[src/sv/sliding_median_filter_top_macros.svh]
`ifndef SLIDING_MEDIAN_FILTER_TOP_MACROS_SVH
`define SLIDING_MEDIAN_FILTER_TOP_MACROS_SVH

// same-cycle implication, checked on clock, off while reset is high
`define SMF_ASSERT_IMP(label, ante, cons, msg) \
   label: assert property (@(posedge clock) disable iff (reset) (ante) |-> (cons)) \
      else $error(msg);

// next-cycle implication, checked on clock, off while reset is high
`define SMF_ASSERT_NXT(label, ante, cons, msg) \
   label: assert property (@(posedge clock) disable iff (reset) (ante) |=> (cons)) \
      else $error(msg);

`endif

[src/sv/smf_pkg.sv]
package smf_pkg;

   localparam int RADIUS_WIDTH   = 5;
   localparam int CSR_ADDR_WIDTH = 2;
   localparam int CSR_DATA_WIDTH = 32;

   localparam logic [RADIUS_WIDTH-1:0]   RADIUS_RESET    = 5'd1;
   localparam logic [CSR_ADDR_WIDTH-1:0] CSR_RADIUS_ADDR = 2'd0;

endpackage

[src/sv/sliding_median_filter_top.sv]
// Output: the result for position i leaves once sample i+R is taken, or at stream end; one
// result tries t candidates (up to c); c = clipped window size (up to 2R+1).
// Throughput: one sample per pass; no new sample is taken until the pass is done. A pass
// waits on rsp_tready too; the rank loop sharing the single ring read port sets its length.
// Reset: synchronous, active high; clears state, ss, nop, pointer, output beat, radius to 1.
// Ring contents are not cleared: only entries written in the current stream are read.
`include "sliding_median_filter_top_macros.svh"

module sliding_median_filter_top
   import smf_pkg::*;
#(
   parameter int MAX_RADIUS   = 31,
   parameter int SAMPLE_WIDTH = 16
) (
   input  logic                                  clock,
   input  logic                                  reset,
   input  logic                                  req_tvalid,
   output logic                                  req_tready,
   input  logic [((SAMPLE_WIDTH+7)/8)*8-1:0]     req_tdata,  // sample
   input  logic                                  req_tlast,  // end_of_stream
   output logic                                  rsp_tvalid,
   input  logic                                  rsp_tready,
   output logic [((SAMPLE_WIDTH+7)/8)*8-1:0]     rsp_tdata,  // median
   output logic                                  rsp_tlast,  // last_result
   input  logic                                  csr_psel,
   input  logic                                  csr_penable,
   input  logic                                  csr_pwrite,
   input  logic [CSR_ADDR_WIDTH-1:0]             csr_paddr,
   input  logic [CSR_DATA_WIDTH-1:0]             csr_pwdata,
   output logic [CSR_DATA_WIDTH-1:0]             csr_prdata,
   output logic                                  csr_pready
);

   localparam int DATA_W  = ((SAMPLE_WIDTH + 7) / 8) * 8;
   localparam int DEPTH   = 2 * MAX_RADIUS + 1;
   localparam int MAX_OUT = MAX_RADIUS + 1;
   localparam int PTR_W   = $clog2(DEPTH);
   localparam int POS_W   = $clog2(DEPTH + MAX_RADIUS + 3);
   localparam int CNT_W   = $clog2(DEPTH + 1);
   localparam int N_W     = $clog2(MAX_OUT + 1);
   localparam int RW      = $clog2(MAX_RADIUS + 1);

   typedef enum logic [2:0] {
      S_IDLE, S_CHECK, S_SETUP, S_CAND, S_CANDW, S_SCAN, S_TEST, S_OUT
   } state_type;

   state_type                state_ff, state_in;
   logic [RADIUS_WIDTH-1:0]  radius_ff, radius_in;
   logic [RW-1:0]            r_ff, r_in;
   logic                     end_ff, end_in;
   logic [POS_W-1:0]         ss_ff, ss_in;
   logic [POS_W-1:0]         nop_ff, nop_in;
   logic [PTR_W-1:0]         wp_ff, wp_in;
   logic [N_W-1:0]           n_ff, n_in;
   logic [POS_W-1:0]         lo_ff, lo_in;
   logic [POS_W-1:0]         hi_ff, hi_in;
   logic [CNT_W-1:0]         c_ff, c_in;
   logic [CNT_W-1:0]         k_ff, k_in;
   logic [PTR_W-1:0]         cand_slot_ff, cand_slot_in;
   logic [PTR_W-1:0]         scan_slot_ff, scan_slot_in;
   logic [CNT_W-1:0]         m_ff, m_in;
   logic                     pend_ff, pend_in;
   logic [CNT_W-1:0]         less_ff, less_in;
   logic [CNT_W-1:0]         eq_ff, eq_in;
   logic [SAMPLE_WIDTH-1:0]  cand_ff, cand_in;
   logic                     rsp_valid_ff, rsp_valid_in;
   logic [SAMPLE_WIDTH-1:0]  rsp_median_ff, rsp_median_in;
   logic                     rsp_last_ff, rsp_last_in;

   logic                     req_beat;
   logic                     csr_write;
   logic [PTR_W-1:0]         rd_addr;
   logic [SAMPLE_WIDTH-1:0]  rd_data;
   logic [RW-1:0]            r_clamped;
   logic [PTR_W-1:0]         wp_next;
   logic [POS_W-1:0]         ss_m1;
   logic [POS_W:0]           i_plus_r;
   logic                     go;
   logic [POS_W-1:0]         lo_a;
   logic [POS_W-1:0]         floor_pos;
   logic [POS_W-1:0]         lo_calc;
   logic [POS_W-1:0]         hi_calc;
   logic [POS_W-1:0]         span;
   logic [POS_W-1:0]         back;
   logic [POS_W:0]           slot_diff;
   logic [PTR_W-1:0]         start_slot;
   logic [PTR_W-1:0]         cand_next;
   logic [PTR_W-1:0]         scan_next;
   logic                     issue;
   logic                     is_less;
   logic                     is_eq;
   logic                     hit;
   logic                     out_free;
   logic [POS_W-1:0]         excess;

   assign req_beat  = req_tvalid && req_tready;
   assign csr_write = csr_psel && csr_penable && csr_pwrite && csr_pready
                      && (csr_paddr == CSR_RADIUS_ADDR);

   assign r_clamped = (radius_ff > RADIUS_WIDTH'(MAX_RADIUS)) ? RW'(MAX_RADIUS)
                                                               : RW'(radius_ff);
   assign wp_next   = (wp_ff == PTR_W'(DEPTH - 1)) ? '0 : wp_ff + 1'b1;

   assign ss_m1     = ss_ff - 1'b1;
   assign i_plus_r  = (POS_W+1)'(nop_ff) + (POS_W+1)'(r_ff);
   assign go        = (n_ff < N_W'(MAX_OUT)) && (nop_ff < ss_ff)
                      && (end_ff || (i_plus_r <= (POS_W+1)'(ss_m1)));
   assign lo_a      = (nop_ff >= POS_W'(r_ff)) ? nop_ff - POS_W'(r_ff) : '0;
   assign floor_pos = (ss_ff > POS_W'(DEPTH)) ? ss_ff - POS_W'(DEPTH) : '0;
   assign lo_calc   = (lo_a < floor_pos) ? floor_pos : lo_a;
   assign hi_calc   = (i_plus_r > (POS_W+1)'(ss_m1)) ? ss_m1 : POS_W'(i_plus_r);

   assign span       = hi_ff - lo_ff;
   assign back       = ss_ff - lo_ff;
   assign slot_diff  = (POS_W+1)'(wp_ff) - (POS_W+1)'(back);
   assign start_slot = slot_diff[POS_W] ? PTR_W'(slot_diff + (POS_W+1)'(DEPTH))
                                        : PTR_W'(slot_diff);

   assign cand_next = (cand_slot_ff == PTR_W'(DEPTH - 1)) ? '0 : cand_slot_ff + 1'b1;
   assign scan_next = (scan_slot_ff == PTR_W'(DEPTH - 1)) ? '0 : scan_slot_ff + 1'b1;
   assign issue     = (m_ff != c_ff);
   assign is_less   = $signed(rd_data) < $signed(cand_ff);
   assign is_eq     = (rd_data == cand_ff);
   assign hit       = (less_ff <= k_ff)
                      && ((CNT_W+1)'(k_ff) < (CNT_W+1)'(less_ff) + (CNT_W+1)'(eq_ff));
   assign out_free  = !rsp_valid_ff || rsp_tready;
   assign excess    = nop_ff - POS_W'(DEPTH);

   assign rd_addr = (state_ff == S_SCAN) ? scan_slot_ff : cand_slot_ff;

   smf_ram #(
      .WIDTH (SAMPLE_WIDTH),
      .DEPTH (DEPTH)
   ) u_ring (
      .clock   (clock),
      .wr_en   (req_beat),
      .wr_addr (wp_ff),
      .wr_data (req_tdata[SAMPLE_WIDTH-1:0]),
      .rd_addr (rd_addr),
      .rd_data (rd_data)
   );

   always_comb begin
      state_in      = state_ff;
      radius_in     = radius_ff;
      r_in          = r_ff;
      end_in        = end_ff;
      ss_in         = ss_ff;
      nop_in        = nop_ff;
      wp_in         = wp_ff;
      n_in          = n_ff;
      lo_in         = lo_ff;
      hi_in         = hi_ff;
      c_in          = c_ff;
      k_in          = k_ff;
      cand_slot_in  = cand_slot_ff;
      scan_slot_in  = scan_slot_ff;
      m_in          = m_ff;
      pend_in       = pend_ff;
      less_in       = less_ff;
      eq_in         = eq_ff;
      cand_in       = cand_ff;
      rsp_valid_in  = rsp_valid_ff;
      rsp_median_in = rsp_median_ff;
      rsp_last_in   = rsp_last_ff;

      if (csr_write) begin
         radius_in = csr_pwdata[RADIUS_WIDTH-1:0];
      end
      if (rsp_valid_ff && rsp_tready) begin
         rsp_valid_in = 1'b0;
      end

      unique case (state_ff)
         S_IDLE: begin
            if (req_beat) begin
               end_in   = req_tlast;
               r_in     = r_clamped;
               wp_in    = wp_next;
               ss_in    = ss_ff + 1'b1;
               n_in     = '0;
               state_in = S_CHECK;
            end
         end
         S_CHECK: begin
            if (go) begin
               lo_in    = lo_calc;
               hi_in    = hi_calc;
               state_in = S_SETUP;
            end else begin
               if (end_ff) begin
                  ss_in  = '0;
                  nop_in = '0;
                  wp_in  = '0;
               end else if (nop_ff > POS_W'(DEPTH)) begin
                  nop_in = POS_W'(DEPTH);
                  ss_in  = ss_ff - excess;
               end
               state_in = S_IDLE;
            end
         end
         S_SETUP: begin
            c_in         = CNT_W'(span) + 1'b1;
            k_in         = (CNT_W'(span) + 1'b1) >> 1;
            cand_slot_in = start_slot;
            lo_in        = lo_ff;
            state_in     = S_CAND;
         end
         S_CAND: begin
            state_in = S_CANDW;
         end
         S_CANDW: begin
            cand_in      = rd_data;
            scan_slot_in = start_slot;
            m_in         = '0;
            pend_in      = 1'b0;
            less_in      = '0;
            eq_in        = '0;
            state_in     = S_SCAN;
         end
         S_SCAN: begin
            if (issue) begin
               m_in = m_ff + 1'b1;
               if (m_ff + 1'b1 == c_ff) begin
                  scan_slot_in = scan_slot_ff;
               end else begin
                  scan_slot_in = scan_next;
               end
            end
            pend_in = issue;
            if (pend_ff) begin
               if (is_less) begin
                  less_in = less_ff + 1'b1;
               end else if (is_eq) begin
                  eq_in = eq_ff + 1'b1;
               end
            end
            if (!issue && !pend_ff) begin
               state_in = S_TEST;
            end
         end
         S_TEST: begin
            if (hit) begin
               state_in = S_OUT;
            end else begin
               cand_slot_in = cand_next;
               state_in     = S_CAND;
            end
         end
         S_OUT: begin
            if (out_free) begin
               rsp_valid_in  = 1'b1;
               rsp_median_in = cand_ff;
               rsp_last_in   = end_ff && (nop_ff == ss_m1);
               nop_in        = nop_ff + 1'b1;
               n_in          = n_ff + 1'b1;
               state_in      = S_CHECK;
            end
         end
         default: begin
            state_in = S_IDLE;
         end
      endcase
   end

   always_ff @(posedge clock) begin
      if (reset) begin
         state_ff     <= S_IDLE;
         radius_ff    <= RADIUS_RESET;
         ss_ff        <= '0;
         nop_ff       <= '0;
         wp_ff        <= '0;
         rsp_valid_ff <= 1'b0;
      end else begin
         state_ff     <= state_in;
         radius_ff    <= radius_in;
         ss_ff        <= ss_in;
         nop_ff       <= nop_in;
         wp_ff        <= wp_in;
         rsp_valid_ff <= rsp_valid_in;
      end
      r_ff          <= r_in;
      end_ff        <= end_in;
      n_ff          <= n_in;
      lo_ff         <= lo_in;
      hi_ff         <= hi_in;
      c_ff          <= c_in;
      k_ff          <= k_in;
      cand_slot_ff  <= cand_slot_in;
      scan_slot_ff  <= scan_slot_in;
      m_ff          <= m_in;
      pend_ff       <= pend_in;
      less_ff       <= less_in;
      eq_ff         <= eq_in;
      cand_ff       <= cand_in;
      rsp_median_ff <= rsp_median_in;
      rsp_last_ff   <= rsp_last_in;
   end

   assign req_tready = (state_ff == S_IDLE);
   assign rsp_tvalid = rsp_valid_ff;
   assign rsp_tdata  = DATA_W'(rsp_median_ff);
   assign rsp_tlast  = rsp_last_ff;
   assign csr_pready = 1'b1;
   assign csr_prdata = (csr_paddr == CSR_RADIUS_ADDR) ? CSR_DATA_WIDTH'(radius_ff) : '0;

   `SMF_ASSERT_IMP(a_idle_lag, state_ff == S_IDLE, (ss_ff >= nop_ff) && (ss_ff - nop_ff <= POS_W'(MAX_RADIUS + 1)), "pending positions exceed radius bound")
   `SMF_ASSERT_IMP(a_out_rank, state_ff == S_OUT, hit, "emitted candidate is not the upper median")
   `SMF_ASSERT_IMP(a_scan_bound, state_ff == S_SCAN, (m_ff <= c_ff) && (c_ff != '0), "rank scan ran past window")
   `SMF_ASSERT_NXT(a_flush_clear, (state_ff == S_CHECK) && !go && end_ff, (ss_ff == '0) && (nop_ff == '0) && (wp_ff == '0), "stream end did not clear counters")

endmodule

[src/sv/smf_ram.sv]
module smf_ram #(
   parameter int WIDTH = 16,
   parameter int DEPTH = 63
) (
   input  logic                     clock,
   input  logic                     wr_en,
   input  logic [$clog2(DEPTH)-1:0] wr_addr,
   input  logic [WIDTH-1:0]         wr_data,
   input  logic [$clog2(DEPTH)-1:0] rd_addr,
   output logic [WIDTH-1:0]         rd_data
);

   logic [WIDTH-1:0] mem_ff [DEPTH];
   logic [WIDTH-1:0] rd_data_ff;

   always_ff @(posedge clock) begin
      if (wr_en) begin
         mem_ff[wr_addr] <= wr_data;
      end
      rd_data_ff <= mem_ff[rd_addr];
   end

   assign rd_data = rd_data_ff;

endmodule
[config.mk]
export PLATFORM = sky130hd
export DESIGN_NAME = sliding_median_filter_top
export DESIGN_NICKNAME = d
export VERILOG_FILES = /design/src/sv/smf_pkg.sv /design/src/sv/sliding_median_filter_top.sv /design/src/sv/smf_ram.sv
export VERILOG_INCLUDE_DIRS = /design/src /design/src/sv
export SDC_FILE = /design/constraint.sdc
export NUM_CORES = 1
export LEC_CHECK = 0
export BUFFER_PORTS_ARGS = -buffer_cell sky130_fd_sc_hd__buf_2
export CAP_MARGIN = 10
export CELL_PAD_IN_SITES_DETAIL_PLACEMENT = 0
export CELL_PAD_IN_SITES_GLOBAL_PLACEMENT = 1
export CORE_MARGIN = 2
export CORE_UTILIZATION = 54
export DETAILED_ROUTE_END_ITERATION = 16
export GPL_TIMING_DRIVEN = 1
export PLACE_DENSITY = 0.8
export SLEW_MARGIN = 10
export SYNTH_ARGS = -nofsm -noshare
export SYNTH_HDL_FRONTEND = slang
export SYNTH_HIERARCHICAL = 1
export SYNTH_SLANG_ARGS = --single-unit
export TNS_END_PERCENT = 30
[constraint.sdc]
create_clock -name clock -period 4.24 [get_ports clock]
set_clock_uncertainty 0.1 [all_clocks]
set_input_delay 0.848 -clock clock [delete_from_list [all_inputs] [get_ports clock]]
set_output_delay 0.848 -clock clock [all_outputs]
set_load 0.005 [all_outputs]
== Word-level counts from Yosys, hierarchy flattened ==
Memories as Yosys holds them, arrays and structs flattened. A register that Yosys moved wholly into a read port is not among the register bits.
Index checks and enable logic that the tools add are counted.

* Bits in writable memories: 1008
* Latch bits: 0
* Bits of input ports: 58
* Memories kept: 1
* ROM bits: 0
* Flip-flop bits (word level): 129
* Output and inout port bits: 52

* Reductions and logical operators: 35
* Muxes and demuxes: 53
* $lt $le $gt $ge: 12
* Add/sub/neg operators: 21
* Bitwise gates (word level): 0
* Equality and inequality tests: 27
* Shifts and indexed selects: 0
* Divide/modulo/power cells: 0
* Multipliers: 0

{| class="wikitable"
|+ Memories
! name !! depth !! bits a word !! rd ports !! clocked after memory_dff !! write ports !! line !! text
|-
| u_ring.mem_ff || 63 || 16 || 1 || 1 || 1 || smf_ram.sv:13 || <nowiki>logic [WIDTH-1:0] mem_ff [DEPTH];</nowiki>
|}

{| class="wikitable"
|+ Operator list
! cell !! count
|-
| two-way mux 6 bit || 20
|-
| one-hot mux 6 bit (2 select lines) || 7
|-
| two-way mux 7 bit || 11
|-
| adder 6 x 1 -> 6 bit, second input constant || 8
|-
| one-hot mux 7 bit (2 select lines) || 2
|-
| one-hot mux 3 bit (8 select lines) || 1
|-
| inequality test 2 bit, second input constant || 10
|-
| equality test 6 bit, second input constant || 3
|-
| equality test 16 bit || 1
|-
| < comparator 16 bit || 1
|-
| AND reduction 4 bit || 4
|-
| adder 7 x 1 -> 7 bit, second input constant || 2
|-
| greater-than comparator 7 x 6 -> 1 bit, second input constant || 2
|-
| < comparator 7 bit || 2
|-
| subtractor 7 x 6 -> 7 bit, second input constant || 2
|-
| subtractor 7 bit || 2
|-
| equality test 3 bit, second input constant || 4
|-
| two-way mux 3 bit || 4
|-
| AND reduction 3 bit || 4
|-
| logical AND 1 bit || 10
|-
| AND reduction 2 bit || 5
|-
| nonzero test 2 bit || 5
|-
| adder 7 x 5 -> 8 bit || 1
|-
| greater-than comparator 8 x 7 -> 1 bit || 1
|-
| other kinds (27) || 36
|}

== Longest topological paths before layout ==
Gate-level depths: netlist of the first run.

* Depth after elaboration: 6
* Mapped depth: 17
* Gate-level depth less buffers: 15

== By module ==
The synthesis of the first run kept the hierarchy.

{| class="wikitable"
|+ By module, submodules not included
! module !! cells each !! sequential area each (um^2) !! area each (um^2) !! times used
|-
| smf_ram || 1810 || 30589.3 || 39186.3 || 1
|-
| sliding_median_filter_top || 968 || 3433.3 || 9207.6 || 1
|}

== Worst setup path after synthesis of the first run ==
No wires, ideal clock.

* Kind: flip-flop to flip-flop
* Start point: reg r_ff[0]
* End point: reg hi_ff[0], enable pin
* Required time: 3.758 ns
* Stages on the path, launching flop included: 15
* Arrival: 3.323 ns
* Period minus slack after synthesis: 3.805 ns
* Slack: 0.435 ns
* Cells stage by stage: edfxtp_1 ha_1 fa_1 nand2b_1 a21oi_1 nor2_1 xnor2_1 ha_1 a21o_1 a211oi_1 a21oi_1 nor2_1 clkbuf_1 o21ai_0 nor2_1

* Longest elaborated chain between the ends: 5

{| class="wikitable"
|+ Ends and longest elaborated chain
! what !! line !! text
|-
| start: declaration || sliding_median_filter_top.sv:49 || <nowiki>logic [RW-1:0] r_ff, r_in;</nowiki>
|-
| start signal: assignment || sliding_median_filter_top.sv:282 || <nowiki>r_ff <= r_in;</nowiki>
|-
| adder 7 x 5 -> 8 bit || sliding_median_filter_top.sv:105 || <nowiki>assign i_plus_r = (POS_W+1)'(nop_ff) + (POS_W+1)'(r_ff);</nowiki>
|-
| <= comparator 8 x 7 -> 1 bit || sliding_median_filter_top.sv:107 || <nowiki>&& (end_ff || (i_plus_r <= (POS_W+1)'(ss_m1)));</nowiki>
|-
| logical OR 1 bit || sliding_median_filter_top.sv:107 ||
|-
| logical AND 1 bit || sliding_median_filter_top.sv:107 ||
|-
| AND reduction 2 bit (no source line) || n/a ||
|-
| end signal: assignment || sliding_median_filter_top.sv:286 || <nowiki>hi_ff <= hi_in;</nowiki>
|-
| end: declaration || sliding_median_filter_top.sv:56 || <nowiki>logic [POS_W-1:0] hi_ff, hi_in;</nowiki>
|}

No other way between the ends.
A chain may end at the register's enable or synchronous reset.

== Worst setup path after layout of the first run ==
* Start point: reg nop_ff[0]
* End point: reg lo_ff[5] (data pin)

* Longest elaborated chain between the ends: 4
* Elaborated cells on any way between the ends: 5
* Those cells by class: add/sub (1); order compare (2); mux (2)

{| class="wikitable"
|+ Ends and longest elaborated chain
! what !! line !! text
|-
| start: declaration || sliding_median_filter_top.sv:52 || <nowiki>logic [POS_W-1:0] nop_ff, nop_in;</nowiki>
|-
| start signal: assignment || sliding_median_filter_top.sv:278 || <nowiki>nop_ff <= nop_in;</nowiki>
|-
| subtractor 7 x 5 -> 7 bit or greater-or-equal comparator 7 x 5 -> 1 bit (tied branches) || sliding_median_filter_top.sv:108 || <nowiki>assign lo_a = (nop_ff >= POS_W'(r_ff)) ? nop_ff - POS_W'(r_ff) : '0;</nowiki>
|-
| two-way mux 7 bit * || sliding_median_filter_top.sv:108 ||
|-
| < comparator 7 bit || sliding_median_filter_top.sv:110 || <nowiki>assign lo_calc = (lo_a < floor_pos) ? floor_pos : lo_a;</nowiki>
|-
| two-way mux 7 bit * || sliding_median_filter_top.sv:110 ||
|-
| named net lo_calc[5] || sliding_median_filter_top.sv:81 || <nowiki>logic [POS_W-1:0] lo_calc;</nowiki>
|-
| end signal: assignment || sliding_median_filter_top.sv:285 || <nowiki>lo_ff <= lo_in;</nowiki>
|-
| end: declaration || sliding_median_filter_top.sv:55 || <nowiki>logic [POS_W-1:0] lo_ff, lo_in;</nowiki>
|}

Mark *: on every way through the listed nets, which the timed path passes. The rest lies on a longest branch.

==> report_table.html, run 1 <==
<table>
<tr><th>Metric</th><th>Value</th></tr>
<tr><th colspan="2">Outcome</th></tr>
<tr><td>Status</td><td>completed</td></tr>
<tr><th colspan="2">GRT</th></tr>
<tr><td>Overall routing resource usage</td><td>25.5%</td></tr>
<tr><td>Total congestion overflow</td><td>0</td></tr>
<tr><td>First-pass GRT wire length</td><td>171 mm</td></tr>
<tr><td>Number of global-route vias before repair</td><td>26700</td></tr>
<tr><td>Number of antenna violations at the first check in global routing</td><td>2</td></tr>
<tr><td>Pin count of the biggest net entering global routing</td><td>64</td></tr>
<tr><th colspan="2">CTS</th></tr>
<tr><td>Htree depth</td><td>3</td></tr>
<tr><td>Number of buffers on the longest clock path</td><td>3</td></tr>
<tr><td>CTS clk-pin slew, worst paths</td><td>60 ps</td></tr>
<tr><td>CTS tree</td><td>yes</td></tr>
<tr><td>Number of buffers created by CTS</td><td>111</td></tr>
<tr><td>Hold_buf cts</td><td>0</td></tr>
<tr><td>Master cell of the clock root buffer</td><td>clkbuf_16</td></tr>
<tr><td>Clock insertion delay at the later pin of the skew report</td><td>710 ps</td></tr>
<tr><td>Number of clock sinks</td><td>1148</td></tr>
<tr><th colspan="2">STA</th></tr>
<tr><td>Time the final worst path needs with I/O delays and setup</td><td>3940 ps</td></tr>
<tr><td>Setup repair after global routing missed its margin</td><td>false</td></tr>
<tr><td>Part of the cycle the worst path needs</td><td>92.9%</td></tr>
<tr><td>Max Clk Rate</td><td>254 MHz</td></tr>
<tr><td>Relative slew slack</td><td>19.7%</td></tr>
<tr><td>Number of failing hold endpoints at the final stage</td><td>0</td></tr>
<tr><td>Worst Max-Slew Pin Slew</td><td>1200 ps</td></tr>
<tr><td>Fin. max-slew vios</td><td>0</td></tr>
<tr><td>Final sum of negative setup slack</td><td>0 ps</td></tr>
<tr><td>Setup-failing EPs final</td><td>0</td></tr>
<tr><th colspan="2">Die</th></tr>
<tr><td>Std-Cell Rows</td><td>109</td></tr>
<tr><td>Overall die width</td><td>303 µm</td></tr>
<tr><td>Top-level I/O count</td><td>110</td></tr>
<tr><td>Floorplan core area</td><td>88600 µm²</td></tr>
<tr><td>DIE AREA</td><td>92000 µm²</td></tr>
<tr><td>Die Ht</td><td>303 µm</td></tr>
<tr><td>Starting density of the core</td><td>54.6%</td></tr>
<tr><th colspan="2">Detailed routing</th></tr>
<tr><td>Number of remaining DRC errors</td><td>0</td></tr>
<tr><td>Detailed-route via count</td><td>26600</td></tr>
<tr><td>Avg WL per Cell</td><td>27.4 µm</td></tr>
<tr><td>First drt pass iteration count</td><td>7</td></tr>
<tr><td>Antenna viol nets, final</td><td>0</td></tr>
<tr><td>Number of DRC violations after detailed-routing iteration 0</td><td>3025</td></tr>
<tr><td>Total detailed-routing wirelength</td><td>116 mm</td></tr>
<tr><td>Via count normalized by instance count</td><td>6.26</td></tr>
<tr><th colspan="2">Cells and area</th></tr>
<tr><td>Number of non-filler instances in the completed layout</td><td>4247</td></tr>
<tr><td>Multi-input logic area</td><td>13300 µm²</td></tr>
<tr><td>Fillers</td><td>6224</td></tr>
<tr><td>Layout cell share with drive strength beyond 1</td><td>21.9%</td></tr>
<tr><td>Total Nets Final</td><td>3151</td></tr>
<tr><td>Layout overhead on the synthesized area</td><td>12.9%</td></tr>
<tr><td>Area of all sequential standard cells</td><td>34000 µm²</td></tr>
<tr><th colspan="2">Critical path</th></tr>
<tr><td>Worst Reg-to-Reg Cells</td><td>15</td></tr>
<tr><td>Setup slack of the most critical reg-to-reg path</td><td>300 ps</td></tr>
<tr><td>R2r startpoint</td><td>nop_ff[0]</td></tr>
<tr><td>Type of element capturing the critical path</td><td>flip-flop</td></tr>
<tr><td>Worst Path Arrival</td><td>4260 ps</td></tr>
<tr><td>Required time of the critical path</td><td>4570 ps</td></tr>
<tr><td>Largest fanout on the critical path</td><td>7</td></tr>
<tr><td>Startpoint type of the worst setup path</td><td>flip-flop</td></tr>
<tr><td>Start-to-end type of the worst setup path</td><td>flip-flop to flip-flop</td></tr>
<tr><td>Worst reg2reg path endpoint</td><td>lo_ff[5]</td></tr>
<tr><th colspan="2">Logic synthesis</th></tr>
<tr><td>Top post-synthesis cells by area</td><td>edfxtp_1 (68%), mux4_2 (10%), ha_1 (2.7%)</td></tr>
<tr><td>Area share of fa/ha/maj cells after synthesis</td><td>3.03%</td></tr>
<tr><td>Synthesized instance count</td><td>2778</td></tr>
<tr><td>Simple-gate area share of the yosys netlist</td><td>4.98%</td></tr>
<tr><td>Cell with the most instances after synthesis</td><td>edfxtp_1</td></tr>
<tr><td>Most common flop cell mapped by yosys</td><td>edfxtp_1</td></tr>
<tr><td>Area fraction in compound gates after synthesis</td><td>5.34%</td></tr>
<tr><td>Multiplexer share of the synthesized area</td><td>12.2%</td></tr>
<tr><td>Sequential cell area fraction in the yosys report</td><td>70.3%</td></tr>
<tr><td>Ys async rst share</td><td>0%</td></tr>
<tr><td>Total number of yosys warnings</td><td>6</td></tr>
<tr><td>FF+latch count, synth</td><td>1148</td></tr>
<tr><td>Proportion of netlist area held by the largest area contributor</td><td>68.4%</td></tr>
<tr><td>Most area-hungry cell type in the Yosys netlist</td><td>edfxtp_1</td></tr>
<tr><td>Combinational family with the most area after synthesis</td><td>multiplexers</td></tr>
<tr><td>Post-synthesis instance area</td><td>48400 µm²</td></tr>
<tr><td>Top cells by count, synth</td><td>edfxtp_1 (1103), mux4_2 (225), nor2_1 (166), ha_1 (106), nand2_1 (97)</td></tr>
<tr><td>Count of flip-flops with a built-in enable after synthesis</td><td>1103</td></tr>
<tr><td>Xor/xnor cell area share of the yosys netlist</td><td>1.50%</td></tr>
<tr><td>Mean post-synth cell area</td><td>17.4 µm²</td></tr>
<tr><td>Synth unique cells</td><td>80</td></tr>
<tr><th colspan="2">Placement</th></tr>
<tr><td>Buffers added on ports</td><td>54</td></tr>
<tr><td>Final HPWL from detailed placement</td><td>74.3 mm</td></tr>
<tr><td>Routability-driven placement congestion ratio</td><td>0.883</td></tr>
<tr><td>Cell count after placement</td><td>4030</td></tr>
<tr><th colspan="2">Hold path</th></tr>
<tr><td>Hold Path Origin</td><td>req_tlast</td></tr>
<tr><td>Endpoint of the worst hold-timing path</td><td>end_ff</td></tr>
<tr><td>Worst hold path cell count</td><td>1</td></tr>
<tr><td>Min-Delay Path Class</td><td>input port to flip-flop</td></tr>
<tr><th colspan="2">Power and ir drop</th></tr>
<tr><td>Leak</td><td>18.4 nW</td></tr>
<tr><td>Power density cells</td><td>554 nW/µm²</td></tr>
<tr><td>Largest voltage drop on the vdd net</td><td>0.563 mV</td></tr>
<tr><th colspan="2">Run</th></tr>
<tr><td>Max-capacitance violation count</td><td>0</td></tr>
</table>
[critical path, stage by stage, from the launching register on]
cell and delay (ps):
dfxtp_1 350, buf_4 130, inv_1 110, ha_1 400
and3_1 220, a31oi_1 220, nor3b_1 220, nand3b_1 290
nand2_1 190, inv_1 60, ha_1 310, a21o_1 160
a211oi_1 260, o21ai_0 160, a21oi_2 160, mux2_2 350
[per-layer routing]
metal	share of wire (%)	global-route usage [%]	vias to the layer above
li1	-	-	11400
met1	39	35.0	13700
met2	49	41.9	1232
met3	8.0	4.28	202
met4	3.4	8.60	0
met5	0	0	-
[layout by cell type, fill, tap and decap left out, types with 51 or more instances in the layout]
master,count
a21oi_1,71
buf_2,53
buf_4,159
clkbuf_16,112
edfxtp_1,1103
ha_1,106
inv_1,89
mux2i_1,68
mux4_2,225
nand2_1,94
nor2_1,166
o21ai_0,54
xnor2_1,51
[repair_timing]
action | 4_1_cts | 5_1_grt
endpoints found under the hold margin | 0 | 0
setup buffers | 0 | 0
gates resized for setup | 0 | 1
endpoints found under the setup margin | 0 | 1
[report_power, final]
part           switching [W]  internal [W]  leakage [nW]
Sequential          0.000269        0.0129          10.3
Clock                0.00426       0.00596          1.88
Combinational        0.00404       0.00286          6.27
Total                0.00857        0.0217          18.4
[kinds of logic (layout without fill, tap and decap cells)]
group	count (synthesis)	count (layout)
AND/OR/NAND/NOR	500	500
AO/OA/AOI/OAI	375	375
XOR/XNOR	83	83
flip-flops	1148	1148
other	2	31
buffers and inverters	251	526
adder cells (fa/ha/maj)	113	113
multiplexers	306	306
[worst max path at each step]
stage | from | endpoint | slack (ps) | cells after the start
final | nop_ff[0] | lo_ff[5] | 300 | 15
after global routing | nop_ff[0] | lo_ff[5] | 90 | 15
after CTS | r_ff[0] | ss_ff[0] | 200 | 14
after detailed placement | r_ff[0] | ss_ff[0] | 230 | 14
after global placement | r_ff[0] | ss_ff[0] | 220 | 16
after floorplan | r_ff[0] | hi_ff[0] | 430 | 14
[state kept, by name, summed over array words and instances, names as in the netlist, 7 cells and up]
register and flops:
lo_ff 7, ss_ff 7, u_ring/mem_ff 1008, rsp_tdata 16, cand_ff 16, u_ring/rd_data 16
nop_ff 7
[layout make-up]
class                      instances  share of cell area [%]
multi-input combinational       1405                    24.3
clock inverter                    76                    1.62
inverter                          89                   0.612
timing repair buffer             225                    3.15
antenna                            3                  0.0137
clock buffer                     136                    5.41
tap                             1165                    2.67
sequential                      1148                    62.3
[through the flow]
step	setup slack (ps)	area, µm²	power (W)	hold WS [ps]	utilization (%)
2_1_floorplan	435	48500	0.0179	308	-
3_3_place_gp	219	50700	0.0201	326	57.2
3_5_place_dp	232	50700	0.0202	327	57.2
4_1_cts	199	54600	0.0304	211	61.6
5_1_grt	92.2	54600	0.0315	217	61.6
6_report	301	54600	0.0303	256	61.6
Power figures use the tool's default switching activity.
==> inputs of run 2 (changes only) <==
--- a/config.mk
+++ b/config.mk
@@ -8,16 +8,16 @@
 export LEC_CHECK = 0
 export BUFFER_PORTS_ARGS = -buffer_cell sky130_fd_sc_hd__buf_2
 export CAP_MARGIN = 10
-export CELL_PAD_IN_SITES_DETAIL_PLACEMENT = 0
-export CELL_PAD_IN_SITES_GLOBAL_PLACEMENT = 1
+export CELL_PAD_IN_SITES_DETAIL_PLACEMENT = 1
+export CELL_PAD_IN_SITES_GLOBAL_PLACEMENT = 2
 export CORE_MARGIN = 2
-export CORE_UTILIZATION = 54
+export CORE_UTILIZATION = 47
 export DETAILED_ROUTE_END_ITERATION = 16
+export GPL_ROUTABILITY_DRIVEN = 1
 export GPL_TIMING_DRIVEN = 1
 export PLACE_DENSITY = 0.8
 export SLEW_MARGIN = 10
 export SYNTH_ARGS = -nofsm -noshare
 export SYNTH_HDL_FRONTEND = slang
-export SYNTH_HIERARCHICAL = 1
 export SYNTH_SLANG_ARGS = --single-unit
 export TNS_END_PERCENT = 30
==> run 2 against run 1 <==
First-iteration DRC count shrank 9.1%. Sequential cell count unchanged. Utilization fell by 8.0 points. Die area up 14%. Design area fell by 0.45%. Via count up 3.8%. Synthesized cell count increased by 6.9%. Sequential share of layout area increased by 0.28 points. Clock power about the same. Cell count increased by 9.5%. Area after synthesis is 0.93% lower. Highest routed layer is now met5.
==> report_table.html, run 2 <==
<table>
<tr><th>Metric</th><th>Value</th></tr>
<tr><th colspan="2">Outcome</th></tr>
<tr><td>Status</td><td>completed</td></tr>
<tr><th colspan="2">Power and ir drop</th></tr>
<tr><td>Largest voltage drop on the vdd net</td><td>0.482 mV</td></tr>
<tr><td>Leak</td><td>18.7 nW</td></tr>
<tr><td>Logic pwr share</td><td>24.3%</td></tr>
<tr><td>Switching share of power</td><td>30.1%</td></tr>
<tr><td>Internal Power</td><td>0.0216 W</td></tr>
<tr><td>Proportion of power drawn by the clock network</td><td>32.7%</td></tr>
<tr><td>Part of the power in registers</td><td>43.1%</td></tr>
<tr><td>Total net switching power</td><td>0.00932 W</td></tr>
<tr><td>Power density cells</td><td>569 nW/µm²</td></tr>
<tr><th colspan="2">STA</th></tr>
<tr><td>Setup-failing EPs final</td><td>0</td></tr>
<tr><td>Part of the cycle the worst path needs</td><td>95.3%</td></tr>
<tr><td>Hold slack final</td><td>263 ps</td></tr>
<tr><td>Final sum of negative setup slack</td><td>0 ps</td></tr>
<tr><td>Fin. max-slew vios</td><td>0</td></tr>
<tr><td>Setup repair after global routing missed its margin</td><td>false</td></tr>
<tr><td>Number of failing hold endpoints at the final stage</td><td>0</td></tr>
<tr><td>Time the final worst path needs with I/O delays and setup</td><td>4040 ps</td></tr>
<tr><td>Worst Max-Slew Pin Slew</td><td>1310 ps</td></tr>
<tr><td>Max Clk Rate</td><td>247 MHz</td></tr>
<tr><td>Relative slew slack</td><td>13.0%</td></tr>
<tr><th colspan="2">Hold path</th></tr>
<tr><td>Endpoint of the worst hold-timing path</td><td>end_ff</td></tr>
<tr><td>Hold Path Origin</td><td>req_tlast</td></tr>
<tr><td>Min-Delay Path Class</td><td>input port to flip-flop</td></tr>
<tr><td>Worst hold path cell count</td><td>1</td></tr>
<tr><th colspan="2">Die</th></tr>
<tr><td>Starting density of the core</td><td>47.3%</td></tr>
<tr><td>Std-Cell Rows</td><td>117</td></tr>
<tr><td>Overall die width</td><td>323 µm</td></tr>
<tr><td>Floorplan core area</td><td>101000 µm²</td></tr>
<tr><td>DIE AREA</td><td>105000 µm²</td></tr>
<tr><td>Top-level I/O count</td><td>110</td></tr>
<tr><td>Die Ht</td><td>323 µm</td></tr>
<tr><th colspan="2">Detailed routing</th></tr>
<tr><td>Antenna viol nets, final</td><td>0</td></tr>
<tr><td>Wire length on met1</td><td>54.2 mm</td></tr>
<tr><td>Avg WL per Cell</td><td>28.4 µm</td></tr>
<tr><td>Highest routed metal layer</td><td>met5</td></tr>
<tr><td>Routed length on met2</td><td>63.2 mm</td></tr>
<tr><td>Total detailed-routing wirelength</td><td>132 mm</td></tr>
<tr><td>Via count normalized by instance count</td><td>5.94</td></tr>
<tr><td>First drt pass iteration count</td><td>5</td></tr>
<tr><td>Detailed-route via count</td><td>27600</td></tr>
<tr><td>Number of remaining DRC errors</td><td>0</td></tr>
<tr><td>Wire length on met3</td><td>9.36 mm</td></tr>
<tr><td>Number of DRC violations after detailed-routing iteration 0</td><td>2749</td></tr>
<tr><th colspan="2">Critical path</th></tr>
<tr><td>Worst reg2reg path endpoint</td><td>lo_ff[6]</td></tr>
<tr><td>Worst Reg-to-Reg Cells</td><td>15</td></tr>
<tr><td>Number of buffers and inverters on the critical path</td><td>3</td></tr>
<tr><td>List of cells traversed by the critical path</td><td>buf_4 &gt; inv_1 &gt; ha_1 &gt; inv_1 &gt; fa_1 &gt; a21o_1 &gt; a21oi_1 &gt; o21ai_0 &gt; xnor2_1 &gt; and2_1 &gt; ha_1 &gt; and4_1 &gt; o21ai_0 &gt; o21ai_1 &gt; mux2_2</td></tr>
<tr><td>Setup slack of the most critical reg-to-reg path</td><td>200 ps</td></tr>
<tr><td>Worst Path Arrival</td><td>4390 ps</td></tr>
<tr><td>Timing startpoint of the critical path</td><td>nop_ff[0]</td></tr>
<tr><td>Family with the most delay on the worst path</td><td>compound AO/OA/AOI/OAI gates</td></tr>
<tr><td>Biggest cell delay along the critical path</td><td>620 ps</td></tr>
<tr><td>Startpoint type of the worst setup path</td><td>flip-flop</td></tr>
<tr><td>R2r startpoint</td><td>nop_ff[0]</td></tr>
<tr><td>Largest fanout on the critical path</td><td>7</td></tr>
<tr><td>Start-to-end type of the worst setup path</td><td>flip-flop to flip-flop</td></tr>
<tr><td>Slowest cell on the critical path</td><td>o21ai_1</td></tr>
<tr><td>Type of element capturing the critical path</td><td>flip-flop</td></tr>
<tr><td>Required time of the critical path</td><td>4590 ps</td></tr>
<tr><th colspan="2">Logic synthesis</th></tr>
<tr><td>Proportion of netlist area held by the largest area contributor</td><td>69.1%</td></tr>
<tr><td>Cell with the most instances after synthesis</td><td>edfxtp_1</td></tr>
<tr><td>Area fraction in compound gates after synthesis</td><td>5.56%</td></tr>
<tr><td>Combinational family with the most area after synthesis</td><td>multiplexers</td></tr>
<tr><td>Simple-gate area share of the yosys netlist</td><td>6.85%</td></tr>
<tr><td>Post-synthesis instance area</td><td>47900 µm²</td></tr>
<tr><td>Multiplexer share of the synthesized area</td><td>9.17%</td></tr>
<tr><td>Ys async rst share</td><td>0%</td></tr>
<tr><td>Synthesized instance count</td><td>2970</td></tr>
<tr><td>Total number of yosys warnings</td><td>0</td></tr>
<tr><td>FF+latch count, synth</td><td>1148</td></tr>
<tr><td>Top post-synthesis cells by area</td><td>edfxtp_1 (69%), mux4_2 (7.4%), ha_1 (2.8%)</td></tr>
<tr><td>Most common flop cell mapped by yosys</td><td>edfxtp_1</td></tr>
<tr><td>Mean post-synth cell area</td><td>16.1 µm²</td></tr>
<tr><td>Sequential cell area fraction in the yosys report</td><td>71.0%</td></tr>
<tr><td>Synth unique cells</td><td>73</td></tr>
<tr><td>Count of flip-flops with a built-in enable after synthesis</td><td>1103</td></tr>
<tr><td>Top cells by count, synth</td><td>edfxtp_1 (1103), nand2_1 (315), mux4_2 (157), nor2_1 (146), nand3_1 (140)</td></tr>
<tr><td>Xor/xnor cell area share of the yosys netlist</td><td>1.57%</td></tr>
<tr><td>Most area-hungry cell type in the Yosys netlist</td><td>edfxtp_1</td></tr>
<tr><td>Area share of fa/ha/maj cells after synthesis</td><td>3.06%</td></tr>
<tr><th colspan="2">Cells and area</th></tr>
<tr><td>Fillers</td><td>9493</td></tr>
<tr><td>Highest-count cells in the layout ignoring fill and taps</td><td>edfxtp_1 (1103), nand2_1 (315), buf_4 (171), mux4_2 (157), nor2_1 (143)</td></tr>
<tr><td>Flip-flop count of the largest register, all copies and words added</td><td>1008</td></tr>
<tr><td>Final core utilization</td><td>53.6%</td></tr>
<tr><td>Number of non-filler instances in the completed layout</td><td>4651</td></tr>
<tr><td>Multi-input logic area</td><td>12700 µm²</td></tr>
<tr><td>Largest reg by FF count</td><td>u_ring.mem_ff</td></tr>
<tr><td>Area of all sequential standard cells</td><td>34000 µm²</td></tr>
<tr><td>Total Nets Final</td><td>3356</td></tr>
<tr><td>Most frequent standard cell in the layout excluding fill and tap cells</td><td>edfxtp_1</td></tr>
<tr><td>Layout overhead on the synthesized area</td><td>13.4%</td></tr>
<tr><td>Ant diodes</td><td>0</td></tr>
<tr><td>Final instance area</td><td>54400 µm²</td></tr>
<tr><td>Layout cell share with drive strength beyond 1</td><td>17.8%</td></tr>
<tr><th colspan="2">Placement</th></tr>
<tr><td>DP Area</td><td>50600 µm²</td></tr>
<tr><td>Final HPWL from detailed placement</td><td>87.0 mm</td></tr>
<tr><td>Routability-driven placement congestion ratio</td><td>0.874</td></tr>
<tr><td>Buffers added on ports</td><td>54</td></tr>
<tr><td>Cell count after placement</td><td>4436</td></tr>
<tr><th colspan="2">CTS</th></tr>
<tr><td>Master cell of the clock root buffer</td><td>clkbuf_16</td></tr>
<tr><td>Hold_buf cts</td><td>0</td></tr>
<tr><td>Htree depth</td><td>3</td></tr>
<tr><td>CTS tree</td><td>yes</td></tr>
<tr><td>Post-cts repair resize count</td><td>0</td></tr>
<tr><td>Number of buffers created by CTS</td><td>115</td></tr>
<tr><td>Postcts setup bufs</td><td>0</td></tr>
<tr><td>Clock insertion delay at the later pin of the skew report</td><td>720 ps</td></tr>
<tr><td>Number of clock sinks</td><td>1148</td></tr>
<tr><td>Number of buffers on the longest clock path</td><td>3</td></tr>
<tr><td>CTS clk-pin slew, worst paths</td><td>60 ps</td></tr>
<tr><th colspan="2">Run</th></tr>
<tr><td>Max-capacitance violation count</td><td>0</td></tr>
<tr><th colspan="2">GRT</th></tr>
<tr><td>Total congestion overflow</td><td>0</td></tr>
<tr><td>Number of global-route vias before repair</td><td>28900</td></tr>
<tr><td>Overall routing resource usage</td><td>25.6%</td></tr>
<tr><td>Pin count of the biggest net entering global routing</td><td>69</td></tr>
<tr><td>First-pass GRT wire length</td><td>194 mm</td></tr>
<tr><td>Number of antenna violations at the first check in global routing</td><td>3</td></tr>
</table>
==> run 2: metal layers <==
layer / track usage [%] / vias to the layer above
li1: - / 11900
met1: 35.2 / 14400
met2: 41.3 / 1112
met3: 3.95 / 225
met4: 10.1 / 4
met5: 0 / -
==> run 2: cell families after synthesis <==
logic type	after synthesis
AO/OA/AOI/OAI	382
XOR/XNOR	86
flip-flops	1148
multiplexers	240
buffers and inverters	261
AND/OR/NAND/NOR	738
adder cells (fa/ha/maj)	113
other	2
==> run 2: stage by stage <==
stage	total power (W)	setup slack (ps)
2_1_floorplan	0.0182	228
3_3_place_gp	0.0207	278
3_5_place_dp	0.0210	217
4_1_cts	0.0311	198
5_1_grt	0.0321	29.3
6_report	0.0309	198
==> run 2: how the worst max path moves through the flow <==
| stage | end | slack (ps) | depth (start not counted) |
|---|---|---|---|
| floorplan | hi_ff[0] | 230 | 16 |
| global placement | lo_ff[6] | 280 | 15 |
| detailed placement | lo_ff[5] | 220 | 15 |
| CTS | lo_ff[6] | 200 | 15 |
| global route | lo_ff[6] | 30 | 15 |
| finish | lo_ff[6] | 200 | 15 |
==> run 2: layout make-up <==
type                            count  area share, %
Sequential cell                  1148           62.6
Tap cell                         1368           3.15
Clock inverter                     69           1.33
Inverter                           96          0.663
Timing Repair Buffer              237           3.33
Clock buffer                      146           5.56
Multi-Input combinational cell   1587           23.4
==> run 2: power groups by stage <==
stage	clock (W)	combinational (W)	sequential, W
global route	0.0106	0.00812	0.0134
finish	0.0101	0.00751	0.0133
detailed placement	0	0.00747	0.0136
global placement	0	0.00718	0.0135
floorplan	0	0.00478	0.0134
CTS	0.0103	0.00754	0.0133
